**src/hw/rtl/ipd_pkg.sv**
```systemverilog
// Package for the pulse distance IR decoder: field widths, frame layout
// constants and parameter defaults. No dependencies.
package ipd_pkg;

  localparam int DUR_W               = 16;
  localparam int BYTE_W              = 8;

  localparam int DEF_MAX_DURATIONS   = 128;
  localparam int DEF_AVERAGE_SAMPLES = 10;

  localparam int MIN_DURATIONS       = 64;
  localparam int SCAN_TAIL           = 10;
  localparam int FRAME_PHASE         = 4;
  localparam int FRAME_PHASE_BITS    = 3;
  localparam int START_MARK_IDX      = 1;
  localparam int START_SPACE_IDX     = 2;
  localparam int FIRST_MARK_IDX      = 3;
  localparam int FIRST_SPACE_IDX     = 4;
  localparam int DUR_STEP            = 2;
  localparam int BYTE_DUR_SHIFT      = 4;
  localparam int HEAD_EXTRA          = 5;

endpackage

```
**src/hw/rtl/ipd_store.sv**
```systemverilog
// Duration store: single write port, single read port with registered read data.
// Depends on ipd_pkg for the duration width.
module ipd_store #(
  parameter int DEPTH = ipd_pkg::DEF_MAX_DURATIONS,
  parameter int AW    = $clog2(DEPTH)
) (
  input  logic                     clk,
  input  logic                     we,
  input  logic [AW-1:0]            waddr,
  input  logic [ipd_pkg::DUR_W-1:0] wdata,
  input  logic                     re,
  input  logic [AW-1:0]            raddr,
  output logic [ipd_pkg::DUR_W-1:0] rdata
);
  import ipd_pkg::*;

  logic [DUR_W-1:0] mem [DEPTH];
  logic [DUR_W-1:0] rdata_r;

  always_ff @(posedge clk) begin
    if (we) begin
      mem[waddr] <= wdata;
    end
  end

  always_ff @(posedge clk) begin
    if (re) begin
      rdata_r <= mem[raddr];
    end
  end

  assign rdata = rdata_r;

endmodule

```
**src/hw/rtl/ipd_div.sv**
```systemverilog
// Restoring divider, one quotient bit per cycle.
// Depends on nothing outside this file.
module ipd_div #(
  parameter int W  = 20,
  parameter int DW = 5
) (
  input  logic          clk,
  input  logic          rst_n,
  input  logic          start,
  input  logic [W-1:0]  dividend,
  input  logic [DW-1:0] divisor,
  output logic          done,
  output logic [W-1:0]  quotient
);
  localparam int CW = $clog2(W + 1);

  logic          busy_r;
  logic          done_r;
  logic [CW-1:0] cnt_r;
  logic [DW-1:0] rem_r;
  logic [DW-1:0] dvs_r;
  logic [W-1:0]  q_r;
  logic [DW:0]   rem_sh;
  logic [DW:0]   diff;
  logic          ge;
  logic [DW-1:0] rem_nxt;

  always_comb begin
    rem_sh  = {rem_r, q_r[W-1]};
    ge      = rem_sh >= {1'b0, dvs_r};
    diff    = rem_sh - {1'b0, dvs_r};
    rem_nxt = ge ? diff[DW-1:0] : rem_sh[DW-1:0];
  end

  always_ff @(posedge clk) begin
    if (!rst_n) begin
      busy_r <= 1'b0;
      done_r <= 1'b0;
      cnt_r  <= '0;
    end else begin
      done_r <= 1'b0;
      if (start) begin
        busy_r <= 1'b1;
        cnt_r  <= CW'(W);
      end else if (busy_r) begin
        cnt_r <= cnt_r - CW'(1);
        if (cnt_r == CW'(1)) begin
          busy_r <= 1'b0;
          done_r <= 1'b1;
        end
      end
    end
  end

  always_ff @(posedge clk) begin
    if (start) begin
      rem_r <= '0;
      q_r   <= dividend;
      dvs_r <= divisor;
    end else if (busy_r) begin
      rem_r <= rem_nxt;
      q_r   <= {q_r[W-2:0], ge};
    end
  end

  assign done     = done_r;
  assign quotient = q_r;

endmodule

```
**src/hw/rtl/pulse_distance_ir_decoder_unit.sv**
```systemverilog
// Pulse distance IR decoder top level: load sequencer, decode walk and output register.
// Depends on ipd_pkg, ipd_store and ipd_div.
//
// Usage: durations arrive on the in_ channel (in_duration, in_frame_end), one per item,
// and are written to the duration store; an item with in_frame_end closes the frame.
// Load items give no result. On a frame end the block stops taking items (in_stall high)
// and walks the store: the short pass reads the bit marks and takes their mean by a
// reciprocal multiply, the long scan reads and checks each space in turn (S_LRD, S_LCHK),
// the long mean is taken on the divider of width SUM_W = 16 + clog2(AVERAGE_SAMPLES + 1),
// or set to zero when no long space is found, and each data byte is built from 8 store
// reads and checks (S_DRD, S_DBIT) plus one emit. The single store read port makes the
// walk read one duration at a time. Results leave on the out_ channel: 6 header items
// then one item per data byte, or one flagged item for a rejected frame; its frame end
// moves the walk to S_REJ, which loads it into the output register once that can take it.
// The output register holds an item while out_stall is high and the walk waits on it.
// Reset empties the frame, clears out_valid and returns to loading; store
// contents are not cleared and need no clearing pass.
module pulse_distance_ir_decoder_unit #(
  parameter int MAX_DURATIONS   = ipd_pkg::DEF_MAX_DURATIONS,
  parameter int AVERAGE_SAMPLES = ipd_pkg::DEF_AVERAGE_SAMPLES
) (
  input  logic                       clk,
  input  logic                       rst_n,
  input  logic                       in_valid,
  output logic                       in_stall,
  input  logic [ipd_pkg::DUR_W-1:0]  in_duration,
  input  logic                       in_frame_end,
  output logic                       out_valid,
  input  logic                       out_stall,
  output logic [ipd_pkg::BYTE_W-1:0] out_byte,
  output logic                       out_frame_bad,
  output logic                       out_last_byte
);
  import ipd_pkg::*;

  localparam int AW       = $clog2(MAX_DURATIONS);
  localparam int CNT_W    = $clog2(MAX_DURATIONS + 1);
  localparam int FND_W    = $clog2(AVERAGE_SAMPLES + 1);
  localparam int SUM_W    = DUR_W + FND_W;
  localparam int DC_W     = CNT_W - BYTE_DUR_SHIFT;
  localparam int RECIP_SH = SUM_W + $clog2(AVERAGE_SAMPLES);
  localparam int RECIP_W  = RECIP_SH + 1;
  localparam int PROD_W   = SUM_W + RECIP_W;
  localparam int RECIP_MUL = (2 ** RECIP_SH + AVERAGE_SAMPLES - 1) / AVERAGE_SAMPLES;

  localparam logic [2:0] HDR_LEN    = 3'd0;
  localparam logic [2:0] HDR_SMARK  = 3'd1;
  localparam logic [2:0] HDR_SSPACE = 3'd2;
  localparam logic [2:0] HDR_SHORT  = 3'd3;
  localparam logic [2:0] HDR_LONG   = 3'd4;
  localparam logic [2:0] HDR_COUNT  = 3'd5;

  typedef enum logic [11:0] {
    S_LOAD  = 12'b0000_0000_0001,
    S_REJ   = 12'b0000_0000_0010,
    S_SHORT = 12'b0000_0000_0100,
    S_SDIV  = 12'b0000_0000_1000,
    S_LRD   = 12'b0000_0001_0000,
    S_LCHK  = 12'b0000_0010_0000,
    S_LST   = 12'b0000_0100_0000,
    S_LDIV  = 12'b0000_1000_0000,
    S_HEAD  = 12'b0001_0000_0000,
    S_DRD   = 12'b0010_0000_0000,
    S_DBIT  = 12'b0100_0000_0000,
    S_DEMIT = 12'b1000_0000_0000
  } state_t;

  state_t             state_r, state_nxt;
  logic [CNT_W-1:0]   cnt_r, cnt_nxt;
  logic               ovf_r, ovf_nxt;
  logic [CNT_W-1:0]   fcnt_r, fcnt_nxt;
  logic [DC_W-1:0]    dc_r, dc_nxt;
  logic [DUR_W-1:0]   smark_r, smark_nxt;
  logic [DUR_W-1:0]   sspace_r, sspace_nxt;
  logic [FND_W-1:0]   k_r, k_nxt;
  logic               rdv_r, rdv_nxt;
  logic [SUM_W-1:0]   ssum_r, ssum_nxt;
  logic [DUR_W-1:0]   short_r, short_nxt;
  logic [DUR_W-1:0]   long_r, long_nxt;
  logic [SUM_W-1:0]   lsum_r, lsum_nxt;
  logic [FND_W-1:0]   found_r, found_nxt;
  logic [CNT_W-1:0]   addr_r, addr_nxt;
  logic [2:0]         h_r, h_nxt;
  logic [2:0]         bit_r, bit_nxt;
  logic [DC_W-1:0]    i_r, i_nxt;
  logic [BYTE_W-1:0]  acc_r, acc_nxt;

  logic               out_valid_r;
  logic [BYTE_W-1:0]  out_byte_r;
  logic               out_bad_r;
  logic               out_last_r;

  logic               can_emit;
  logic               emit_v;
  logic [BYTE_W-1:0]  emit_byte;
  logic               emit_bad;
  logic               emit_last;

  logic               mem_we;
  logic               mem_re;
  logic [AW-1:0]      mem_raddr;
  logic [DUR_W-1:0]   mem_rdata;
  logic [AW-1:0]      short_addr;

  logic               div_start;
  logic [SUM_W-1:0]   div_dividend;
  logic [FND_W-1:0]   div_divisor;
  logic               div_done;
  logic [SUM_W-1:0]   div_q;

  logic [PROD_W-1:0]  short_prod;
  logic               cnt_full;
  logic [CNT_W-1:0]   fin_cnt;
  logic               fin_bad;
  logic [DUR_W:0]     twice_short;
  logic               hit;
  logic [FND_W-1:0]   found_inc;
  logic [CNT_W:0]     scan_next;
  logic [CNT_W:0]     scan_limit;
  logic               dc_zero;
  logic               last_data;

  ipd_store #(
    .DEPTH (MAX_DURATIONS),
    .AW    (AW)
  ) u_store (
    .clk   (clk),
    .we    (mem_we),
    .waddr (cnt_r[AW-1:0]),
    .wdata (in_duration),
    .re    (mem_re),
    .raddr (mem_raddr),
    .rdata (mem_rdata)
  );

  ipd_div #(
    .W  (SUM_W),
    .DW (FND_W)
  ) u_div (
    .clk      (clk),
    .rst_n    (rst_n),
    .start    (div_start),
    .dividend (div_dividend),
    .divisor  (div_divisor),
    .done     (div_done),
    .quotient (div_q)
  );

  always_comb begin
    cnt_full     = cnt_r == CNT_W'(MAX_DURATIONS);
    fin_cnt      = cnt_full ? cnt_r : cnt_r + CNT_W'(1);
    fin_bad      = ovf_r || cnt_full || (fin_cnt < CNT_W'(MIN_DURATIONS)) ||
                   (fin_cnt[FRAME_PHASE_BITS-1:0] != FRAME_PHASE_BITS'(FRAME_PHASE));
    short_prod   = PROD_W'(ssum_r) * PROD_W'(RECIP_MUL);
    twice_short  = {short_r, 1'b0};
    hit          = {1'b0, mem_rdata} > twice_short;
    found_inc    = found_r + FND_W'(1);
    scan_next    = (CNT_W+1)'(addr_r) + (CNT_W+1)'(DUR_STEP);
    scan_limit   = (CNT_W+1)'(fcnt_r) - (CNT_W+1)'(SCAN_TAIL);
    dc_zero      = dc_r == '0;
    last_data    = (i_r + DC_W'(1)) == dc_r;
    short_addr   = AW'({k_r, 1'b1}) + AW'(FIRST_MARK_IDX - 1);
    mem_raddr    = (state_r == S_SHORT) ? short_addr : addr_r[AW-1:0];
    can_emit     = !out_valid_r || !out_stall;
    in_stall     = (state_r != S_LOAD) || !rst_n;
    div_dividend = lsum_r;
    div_divisor  = found_r;
  end

  always_comb begin
    state_nxt  = state_r;
    cnt_nxt    = cnt_r;
    ovf_nxt    = ovf_r;
    fcnt_nxt   = fcnt_r;
    dc_nxt     = dc_r;
    smark_nxt  = smark_r;
    sspace_nxt = sspace_r;
    k_nxt      = k_r;
    rdv_nxt    = rdv_r;
    ssum_nxt   = ssum_r;
    short_nxt  = short_r;
    long_nxt   = long_r;
    lsum_nxt   = lsum_r;
    found_nxt  = found_r;
    addr_nxt   = addr_r;
    h_nxt      = h_r;
    bit_nxt    = bit_r;
    i_nxt      = i_r;
    acc_nxt    = acc_r;
    mem_we     = 1'b0;
    mem_re     = 1'b0;
    div_start  = 1'b0;
    emit_v     = 1'b0;
    emit_byte  = '0;
    emit_bad   = 1'b0;
    emit_last  = 1'b0;
    case (state_r)
      S_LOAD: begin
        if (in_valid) begin
          if (!cnt_full) begin
            mem_we  = 1'b1;
            cnt_nxt = cnt_r + CNT_W'(1);
            if (cnt_r == CNT_W'(START_MARK_IDX)) begin
              smark_nxt = in_duration;
            end
            if (cnt_r == CNT_W'(START_SPACE_IDX)) begin
              sspace_nxt = in_duration;
            end
          end else begin
            ovf_nxt = 1'b1;
          end
          if (in_frame_end) begin
            cnt_nxt  = '0;
            ovf_nxt  = 1'b0;
            fcnt_nxt = fin_cnt;
            dc_nxt   = DC_W'((fin_cnt - CNT_W'(FIRST_SPACE_IDX)) >> BYTE_DUR_SHIFT);
            if (fin_bad) begin
              state_nxt = S_REJ;
            end else begin
              k_nxt     = '0;
              rdv_nxt   = 1'b0;
              ssum_nxt  = '0;
              state_nxt = S_SHORT;
            end
          end
        end
      end
      S_REJ: begin
        if (can_emit) begin
          emit_v    = 1'b1;
          emit_bad  = 1'b1;
          emit_last = 1'b1;
          state_nxt = S_LOAD;
        end
      end
      S_SHORT: begin
        if (k_r != FND_W'(AVERAGE_SAMPLES)) begin
          mem_re  = 1'b1;
          k_nxt   = k_r + FND_W'(1);
          rdv_nxt = 1'b1;
        end else begin
          rdv_nxt = 1'b0;
        end
        if (rdv_r) begin
          ssum_nxt = ssum_r + SUM_W'(mem_rdata);
        end
        if (k_r == FND_W'(AVERAGE_SAMPLES) && !rdv_r) begin
          state_nxt = S_SDIV;
        end
      end
      S_SDIV: begin
        short_nxt = short_prod[RECIP_SH +: DUR_W];
        addr_nxt  = CNT_W'(FIRST_SPACE_IDX);
        found_nxt = '0;
        lsum_nxt  = '0;
        state_nxt = S_LRD;
      end
      S_LRD: begin
        mem_re    = 1'b1;
        state_nxt = S_LCHK;
      end
      S_LCHK: begin
        if (hit) begin
          lsum_nxt  = lsum_r + SUM_W'(mem_rdata);
          found_nxt = found_inc;
        end
        addr_nxt = scan_next[CNT_W-1:0];
        if ((hit && found_inc == FND_W'(AVERAGE_SAMPLES)) || (scan_next > scan_limit)) begin
          state_nxt = S_LST;
        end else begin
          state_nxt = S_LRD;
        end
      end
      S_LST: begin
        if (found_r == '0) begin
          long_nxt  = '0;
          h_nxt     = HDR_LEN;
          state_nxt = S_HEAD;
        end else begin
          div_start = 1'b1;
          state_nxt = S_LDIV;
        end
      end
      S_LDIV: begin
        if (div_done) begin
          long_nxt  = div_q[DUR_W-1:0];
          h_nxt     = HDR_LEN;
          state_nxt = S_HEAD;
        end
      end
      S_HEAD: begin
        if (can_emit) begin
          emit_v    = 1'b1;
          emit_last = (h_r == HDR_LONG || h_r == HDR_COUNT) && dc_zero;
          case (h_r)
            HDR_LEN:    emit_byte = BYTE_W'(dc_r) + BYTE_W'(HEAD_EXTRA);
            HDR_SMARK:  emit_byte = smark_r[BYTE_W-1:0];
            HDR_SSPACE: emit_byte = sspace_r[BYTE_W-1:0];
            HDR_SHORT:  emit_byte = short_r[BYTE_W-1:0];
            HDR_LONG:   emit_byte = long_r[BYTE_W-1:0];
            HDR_COUNT:  emit_byte = BYTE_W'(dc_r);
            default:    emit_byte = '0;
          endcase
          h_nxt = h_r + 3'd1;
          if (h_r == HDR_COUNT) begin
            if (dc_zero) begin
              state_nxt = S_LOAD;
            end else begin
              addr_nxt  = CNT_W'(FIRST_SPACE_IDX);
              bit_nxt   = '0;
              i_nxt     = '0;
              acc_nxt   = '0;
              state_nxt = S_DRD;
            end
          end
        end
      end
      S_DRD: begin
        mem_re    = 1'b1;
        state_nxt = S_DBIT;
      end
      S_DBIT: begin
        acc_nxt  = {acc_r[BYTE_W-2:0], hit};
        addr_nxt = addr_r + CNT_W'(DUR_STEP);
        bit_nxt  = bit_r + 3'd1;
        if (bit_r == 3'd7) begin
          state_nxt = S_DEMIT;
        end else begin
          state_nxt = S_DRD;
        end
      end
      S_DEMIT: begin
        if (can_emit) begin
          emit_v    = 1'b1;
          emit_byte = acc_r;
          emit_last = last_data;
          i_nxt     = i_r + DC_W'(1);
          if (last_data) begin
            state_nxt = S_LOAD;
          end else begin
            state_nxt = S_DRD;
          end
        end
      end
      default: begin
        state_nxt = S_LOAD;
      end
    endcase
  end

  always_ff @(posedge clk) begin
    if (!rst_n) begin
      state_r     <= S_LOAD;
      cnt_r       <= '0;
      ovf_r       <= 1'b0;
      k_r         <= '0;
      rdv_r       <= 1'b0;
      h_r         <= HDR_LEN;
      bit_r       <= '0;
      i_r         <= '0;
      out_valid_r <= 1'b0;
    end else begin
      state_r <= state_nxt;
      cnt_r   <= cnt_nxt;
      ovf_r   <= ovf_nxt;
      k_r     <= k_nxt;
      rdv_r   <= rdv_nxt;
      h_r     <= h_nxt;
      bit_r   <= bit_nxt;
      i_r     <= i_nxt;
      if (can_emit) begin
        out_valid_r <= emit_v;
      end
    end
  end

  always_ff @(posedge clk) begin
    fcnt_r   <= fcnt_nxt;
    dc_r     <= dc_nxt;
    smark_r  <= smark_nxt;
    sspace_r <= sspace_nxt;
    ssum_r   <= ssum_nxt;
    short_r  <= short_nxt;
    long_r   <= long_nxt;
    lsum_r   <= lsum_nxt;
    found_r  <= found_nxt;
    addr_r   <= addr_nxt;
    acc_r    <= acc_nxt;
    if (emit_v) begin
      out_byte_r <= emit_byte;
      out_bad_r  <= emit_bad;
      out_last_r <= emit_last;
    end
  end

  assign out_valid     = out_valid_r;
  assign out_byte      = out_byte_r;
  assign out_frame_bad = out_bad_r;
  assign out_last_byte = out_last_r;

endmodule

```
**config.mk**
```make
export PLATFORM = sky130hd
export DESIGN_NAME = pulse_distance_ir_decoder_unit
export DESIGN_NICKNAME = d
export VERILOG_FILES = /design/src/hw/rtl/ipd_pkg.sv /design/src/hw/rtl/ipd_store.sv /design/src/hw/rtl/ipd_div.sv /design/src/hw/rtl/pulse_distance_ir_decoder_unit.sv
export SDC_FILE = /design/constraint.sdc
export NUM_CORES = 2
export LEC_CHECK = 0
export ABC_AREA = 0
export BUFFER_PORTS_ARGS = -buffer_cell sky130_fd_sc_hd__buf_2
export CAP_MARGIN = 20
export CORE_MARGIN = 1
export CORE_UTILIZATION = 41
export CTS_BUF_LIST = sky130_fd_sc_hd__clkbuf_8
export CTS_CLUSTER_DIAMETER = 40
export CTS_CLUSTER_SIZE = 20
export DETAILED_ROUTE_END_ITERATION = 8
export SETUP_SLACK_MARGIN = 0.1
export SLEW_MARGIN = 20
export SYNTH_ARGS = -nofsm -noshare
export SYNTH_HDL_FRONTEND = slang
export SYNTH_SLANG_ARGS = --single-unit
```
**constraint.sdc**
```tcl
create_clock -name clk -period 6 [get_ports clk]
set_input_delay 1.2 -clock clk [delete_from_list [all_inputs] [get_ports clk]]
set_output_delay 1.2 -clock clk [all_outputs]
set_load 0.02 [all_outputs]
```
# Word level (Yosys, flattened, before mapping)
# Memories as Yosys holds them, arrays and structs flattened. A register that Yosys moved wholly into a read port is not among the register bits.
# Cells that the tools add are included.
# word_totals
reg_bits	194
latchBits	0
mem_bits_rw	2048
romBits	0
in_bits	21
out_inout_bits	12
word_cells	231
n_memories	1
# classes
addsub	16
n_mul	1
div_mod_pow	0
n_lt_le_gt_ge	4
eq_ne	42
n_shift	0
muxes	89
bitwise	3
reduce_logical	45
# mem_list
memory	depth	width	rd	rd_ports_with_merged_regs	wr	line_no	rtl
u_store.mem	128	16	1	1	1	ipd_store.sv:17	logic [DUR_W-1:0] mem [DEPTH];
# op_table
op	count
$pmux 12 s12	1
$mux 20	7
$mux 12	9
$mux 8	12
$pmux 20 s2	2
$pmux 8 s2	3
$pmux 8 s6	1
$add 20x16->20	2
$mux 4	10
$mul 20x20->39 const B	1
$pmux 8 s4	1
$pmux 4 s2	3
$reduce_and 4->1	6
$ne 2x2->1 const B	11
$mux 1	21
$mux 3	7
$mux 10	2
$gt 16x17->1	1
$reduce_and 5->1	3
$mux 7	2
$reduce_bool 2->1	7
$add 4x1->4 const B	3
$eq 12x1->1 const B	1
$eq 12x10->1 const B	1
55 further kinds	83

# Longest topological paths before layout
# logic_depth
depth_word	9
ltp_mapped	26
depth_no_buf	25

# Cells and area by module
# From an unflattened synthesis, not the netlist that was laid out.
# hier_totals
cells_unflattened	4759
hier_area_um2	96176.0
# modules_own_cells
mod	n_inst	cells_each	area_each_um2	seq_area_each_um2
ipd_store	1	3086	78683.0	61979.4
pulse_distance_ir_decoder_unit	1	1555	15892.7	4374.2
ipd_div	1	118	1600.3	940.9

# Least setup slack after synthesis
# No wires, ideal clock.
# synth_timing
kind	register -> register
from	register ssum_r[8]
to	register short_r[13] (data pin)
setup_time_ns	0.258
arrival_ns	5.821
required_time_ns	5.742
slack_ns	-0.079
path_stages_with_launch	27
n_path_buf	1
synth_period_minus_slack_ns	6.079
cell_sequence	edfxtp_1 ha_1 clkbuf_1 xor2_1 ha_1 a21o_1 ha_1 inv_1 fa_1 fa_1 inv_1 fa_1 inv_1 fa_1 inv_1 ha_1 nor4_1 o211ai_1 a21oi_1 nor3_1 nor2_1 a21oi_1 o2111ai_1 a21oi_1 or3_1 a21oi_1 xnor2_1
# synth_via
elab_chain_len	1
# synth_lines
element	line_no	rtl
start: declaration	pulse_distance_ir_decoder_unit.sv:77	logic [SUM_W-1:0] ssum_r, ssum_nxt;
start signal: assignment	pulse_distance_ir_decoder_unit.sv:382	ssum_r <= ssum_nxt;
$mul 20x20->39	pulse_distance_ir_decoder_unit.sv:154	short_prod = PROD_W'(ssum_r) * PROD_W'(RECIP_MUL);
via short_prod[37]	pulse_distance_ir_decoder_unit.sv:111	logic [PROD_W-1:0] short_prod;
end signal: assignment	pulse_distance_ir_decoder_unit.sv:383	short_r <= short_nxt;
end: declaration	pulse_distance_ir_decoder_unit.sv:78	logic [DUR_W-1:0] short_r, short_nxt;
# The timed path passes the listed nets, and every way through them passes these cells.
# A chain may end at the register's enable or synchronous reset.

# Final worst setup path
# layout_timing
from	register ssum_r[1]
to	register short_r[13] (data pin)
# Same word-level chain as after synthesis.

==> qor.txt <==
result of the run - finished with violations
failing checks - DRC, setup timing
Sum Neg Setup Slack - -0.276 ns
setup slack at placement - -0.352 ns
per-instance average area after synthesis - 15.7 um^2
placed cell areas - 0.0928 mm^2
fraction of synthesized cell area in xor and xnor cells - 0.00989
final layout net count - 6372
top cell types by occurrence after synthesis - 1921 x sky130_fd_sc_hd__edfxtp_1, 300 x sky130_fd_sc_hd__nor2_1, 294 x sky130_fd_sc_hd__nand2_1, 288 x sky130_fd_sc_hd__o21ai_0, 285 x sky130_fd_sc_hd__a211oi_1
wire length per cell after detailed routing - 26.2 um
Yosys reg bits - 1969
sinks on the clock net - 1969
overall fraction of global-route tracks in use - 0.217
total power divided by cell area - 272 mW/mm^2
category of the worst setup path capture point - register
sequential cell area fraction in the yosys report - 0.669
sequential cell area - 0.0587 mm^2
initial core utilization - 0.413
proportion of netlist area held by the largest area contributor - 0.658
number of enable flip-flop cells after synthesis - 1921
clock transition at the registers of the reported paths - 0.07 ns
Gate Count Post-Synth - 5596
CTS H-tree depth - 5
drt initial violations - 5068
final worst path period need - 6.10 ns
worst vdd rail ir drop - 0.239 mV
clock latency at the later pin of the worst-skew pair - 1.07 ns
cell type with the largest total area after synthesis - sky130_fd_sc_hd__edfxtp_1
total die area - 0.216 mm^2
antenna violations before repair - 7
maximum buffer depth of the clock tree - 4
total CTS buffers - 290
detailed-route DRC error count - 20
hold-fix buffers at CTS - 0
Max Fanout on Critical Path - 4
combinational family with the most area after synthesis - multiplexers
number of distinct standard cells referenced by the synthesized netlist - 75
slew at the pin closest to its max-slew limit - 1.21 ns
most common cell in the synthesized netlist - sky130_fd_sc_hd__edfxtp_1
core outline area - 0.212 mm^2
Layout area overhead - 13.6%
largest net degree at the start of global routing - 116
synthesized netlist net count - 6028
required time of the critical path - 6.74 ns
Post-Route Hold Slack - 0.485 ns
vias in the first global route - 51100
via count of the routed design - 50700
setup repair after global routing missed its margin - yes
first-pass GRT wire length - 345 mm
adder-cell share of the synthesized area - 0.0700
synthesis warning total - 0
Die Height - 464 um
type of the tightest min-delay check - register to register
fmax - 164 MHz
post-synthesis simple-gate area fraction - 0.0578
Row Count - 169
post-route cell area - 0.0996 mm^2
final-layout fill cell count - 18300
clock root buffer - sky130_fd_sc_hd__clkbuf_8
fraction of the mapped netlist area in compound gates - 0.0737
IO buf count - 32
DRT Pass-1 Iters - 9
type of the worst setup path - register to register
max capacitance violation total - 0
count of pins on the block boundary - 33
Tcrit/Tclk final - 1.02
normalized max-slew margin - 0.188
worst path arrival time - 6.84 ns
leading post-synthesis cells by cell area - sky130_fd_sc_hd__edfxtp_1 66%, sky130_fd_sc_hd__mux4_2 6.6%, sky130_fd_sc_hd__ha_1 4.0%
weighted congestion at the end of routability-driven global placement - 0.892
combined area of the multi-input logic cells - 0.0275 mm^2
setup violation total in the final timing report - 5
multiplexer share of the synthesized area - 0.0947
Chip Width - 464 um
Post-DP HPWL - 148 mm
post-synth design cell area - 0.0877 mm^2
Setup crit start kind - register
share of cells above drive strength 1 - 0.191
number of pins exceeding their max-slew limit in the final report - 0
Post-DRT Antenna Nets - 0
overflow left after global routing - 0
prevailing post-synth register cell - sky130_fd_sc_hd__edfxtp_1
leakage - 34.3 nW
setup clock skew after layout - 0.114 ns
final total power - 0.0271 W
TritonCTS clock tree - built
total wire length - 235 mm
Final Hold Fails - 0
Async S/R FF share, synth - 0
average vias per placed instance - 5.64
worst path setup slack after routing - -0.0966 ns
cells in the final DEF (no fill, tap or decap), types with 252 or more instances in the layout:
| master | n |
|---|---|
| sky130_fd_sc_hd__clkbuf_8 | 300 |
| sky130_fd_sc_hd__o21ai_0 | 284 |
| sky130_fd_sc_hd__inv_1 | 258 |
| sky130_fd_sc_hd__mux2i_1 | 252 |
| sky130_fd_sc_hd__mux4_2 | 255 |
| sky130_fd_sc_hd__nand2_1 | 293 |
| sky130_fd_sc_hd__nor2_1 | 298 |
| sky130_fd_sc_hd__edfxtp_1 | 1921 |
| sky130_fd_sc_hd__buf_4 | 320 |
| sky130_fd_sc_hd__a211oi_1 | 282 |
through the flow:
step,instances,utilization
floorplan,5596,-
global placement,8446,0.437
detailed placement,8446,0.437
CTS,8967,0.468
global route,8978,0.469
finish,8983,0.469
where the power goes:
group / switching (W) / leakage (nW) / total [W] / internal, W
registers: 0.0000104 / 17.4 / 0.0151 / 0.0151
logic: 0.000313 / 13.7 / 0.000361 / 0.0000475
clock network: 0.00569 / 3.15 / 0.0116 / 0.00593
state kept, by name, summed over array words and instances, names as in the netlist, 12 cells and up:
name            cells
u_store.rdata      16
short_r            16
div_dividend       20
ssum_r             20
u_div.quotient     20
state_r            12
u_store.mem      1760
timing repair:
action	4_1_cts	5_1_grt
setup buffers	13	10
gates resized for setup	42	29
pin swaps	37	28
endpoints found under the setup margin	8	11
endpoints found under the hold margin	0	0
worst paths after layout:
kind / startpoint / end / slack (ns) / cells after the start
worst min-delay path: u_div.rem_r[3] / u_div.rem_r[3] / 0.48 / 2
worst max register to register: ssum_r[1] / short_r[13] / -0.1 / 22
worst max-delay path: ssum_r[1] / short_r[13] / -0.1 / 22
worst min register to register: u_div.rem_r[3] / u_div.rem_r[3] / 0.48 / 2
worst max-delay path: stages (launching register included):
cell and delay [ns]:
sky130_fd_sc_hd__edfxtp_1 0.43, sky130_fd_sc_hd__buf_6 0.16, sky130_fd_sc_hd__ha_4 0.23, sky130_fd_sc_hd__xor2_4 0.19, sky130_fd_sc_hd__ha_2 0.19, sky130_fd_sc_hd__or2_4 0.25
sky130_fd_sc_hd__fa_1 0.51, sky130_fd_sc_hd__fa_1 0.57, sky130_fd_sc_hd__fa_1 0.43, sky130_fd_sc_hd__fa_2 0.57, sky130_fd_sc_hd__ha_4 0.22, sky130_fd_sc_hd__ha_4 0.24
sky130_fd_sc_hd__and3_4 0.16, sky130_fd_sc_hd__a211oi_4 0.25, sky130_fd_sc_hd__o21ai_1 0.08, sky130_fd_sc_hd__nor2_1 0.10, sky130_fd_sc_hd__buf_4 0.15, sky130_fd_sc_hd__a21oi_4 0.08
sky130_fd_sc_hd__o2111ai_4 0.27, sky130_fd_sc_hd__a21oi_4 0.11, sky130_fd_sc_hd__or3_4 0.40, sky130_fd_sc_hd__a21oi_2 0.14, sky130_fd_sc_hd__xnor2_1 0.07
layout make-up:
cell class	count	area share
Multi-Input combinational cell	3081	0.276
Clock buffer	300	0.0415
Antenna cell	6	0.000151
Inverter	238	0.00897
Timing Repair Buffer	360	0.0291
Clock inverter	208	0.0200
Sequential cell	1969	0.589
Tap cell	2821	0.0354
routing by layer:
layer	global-route usage	share of wire	vias up
li1	-	-	22400
met1	0.297	0.43	26100
met2	0.346	0.47	1753
met3	0.0402	0.067	411
met4	0.0776	0.034	4
met5	0	0.00011	-
cell families after synthesis:
group / Yosys count
AOI/OAI and AO/OA: 1007
xor gates and xnor gates: 99
adders and majority gates: 411
buffers and inverters: 546
DFF: 1969
muxes: 510
and+or+nand+nor: 1054
No activity file was read; power rests on OpenSTA's default activity.
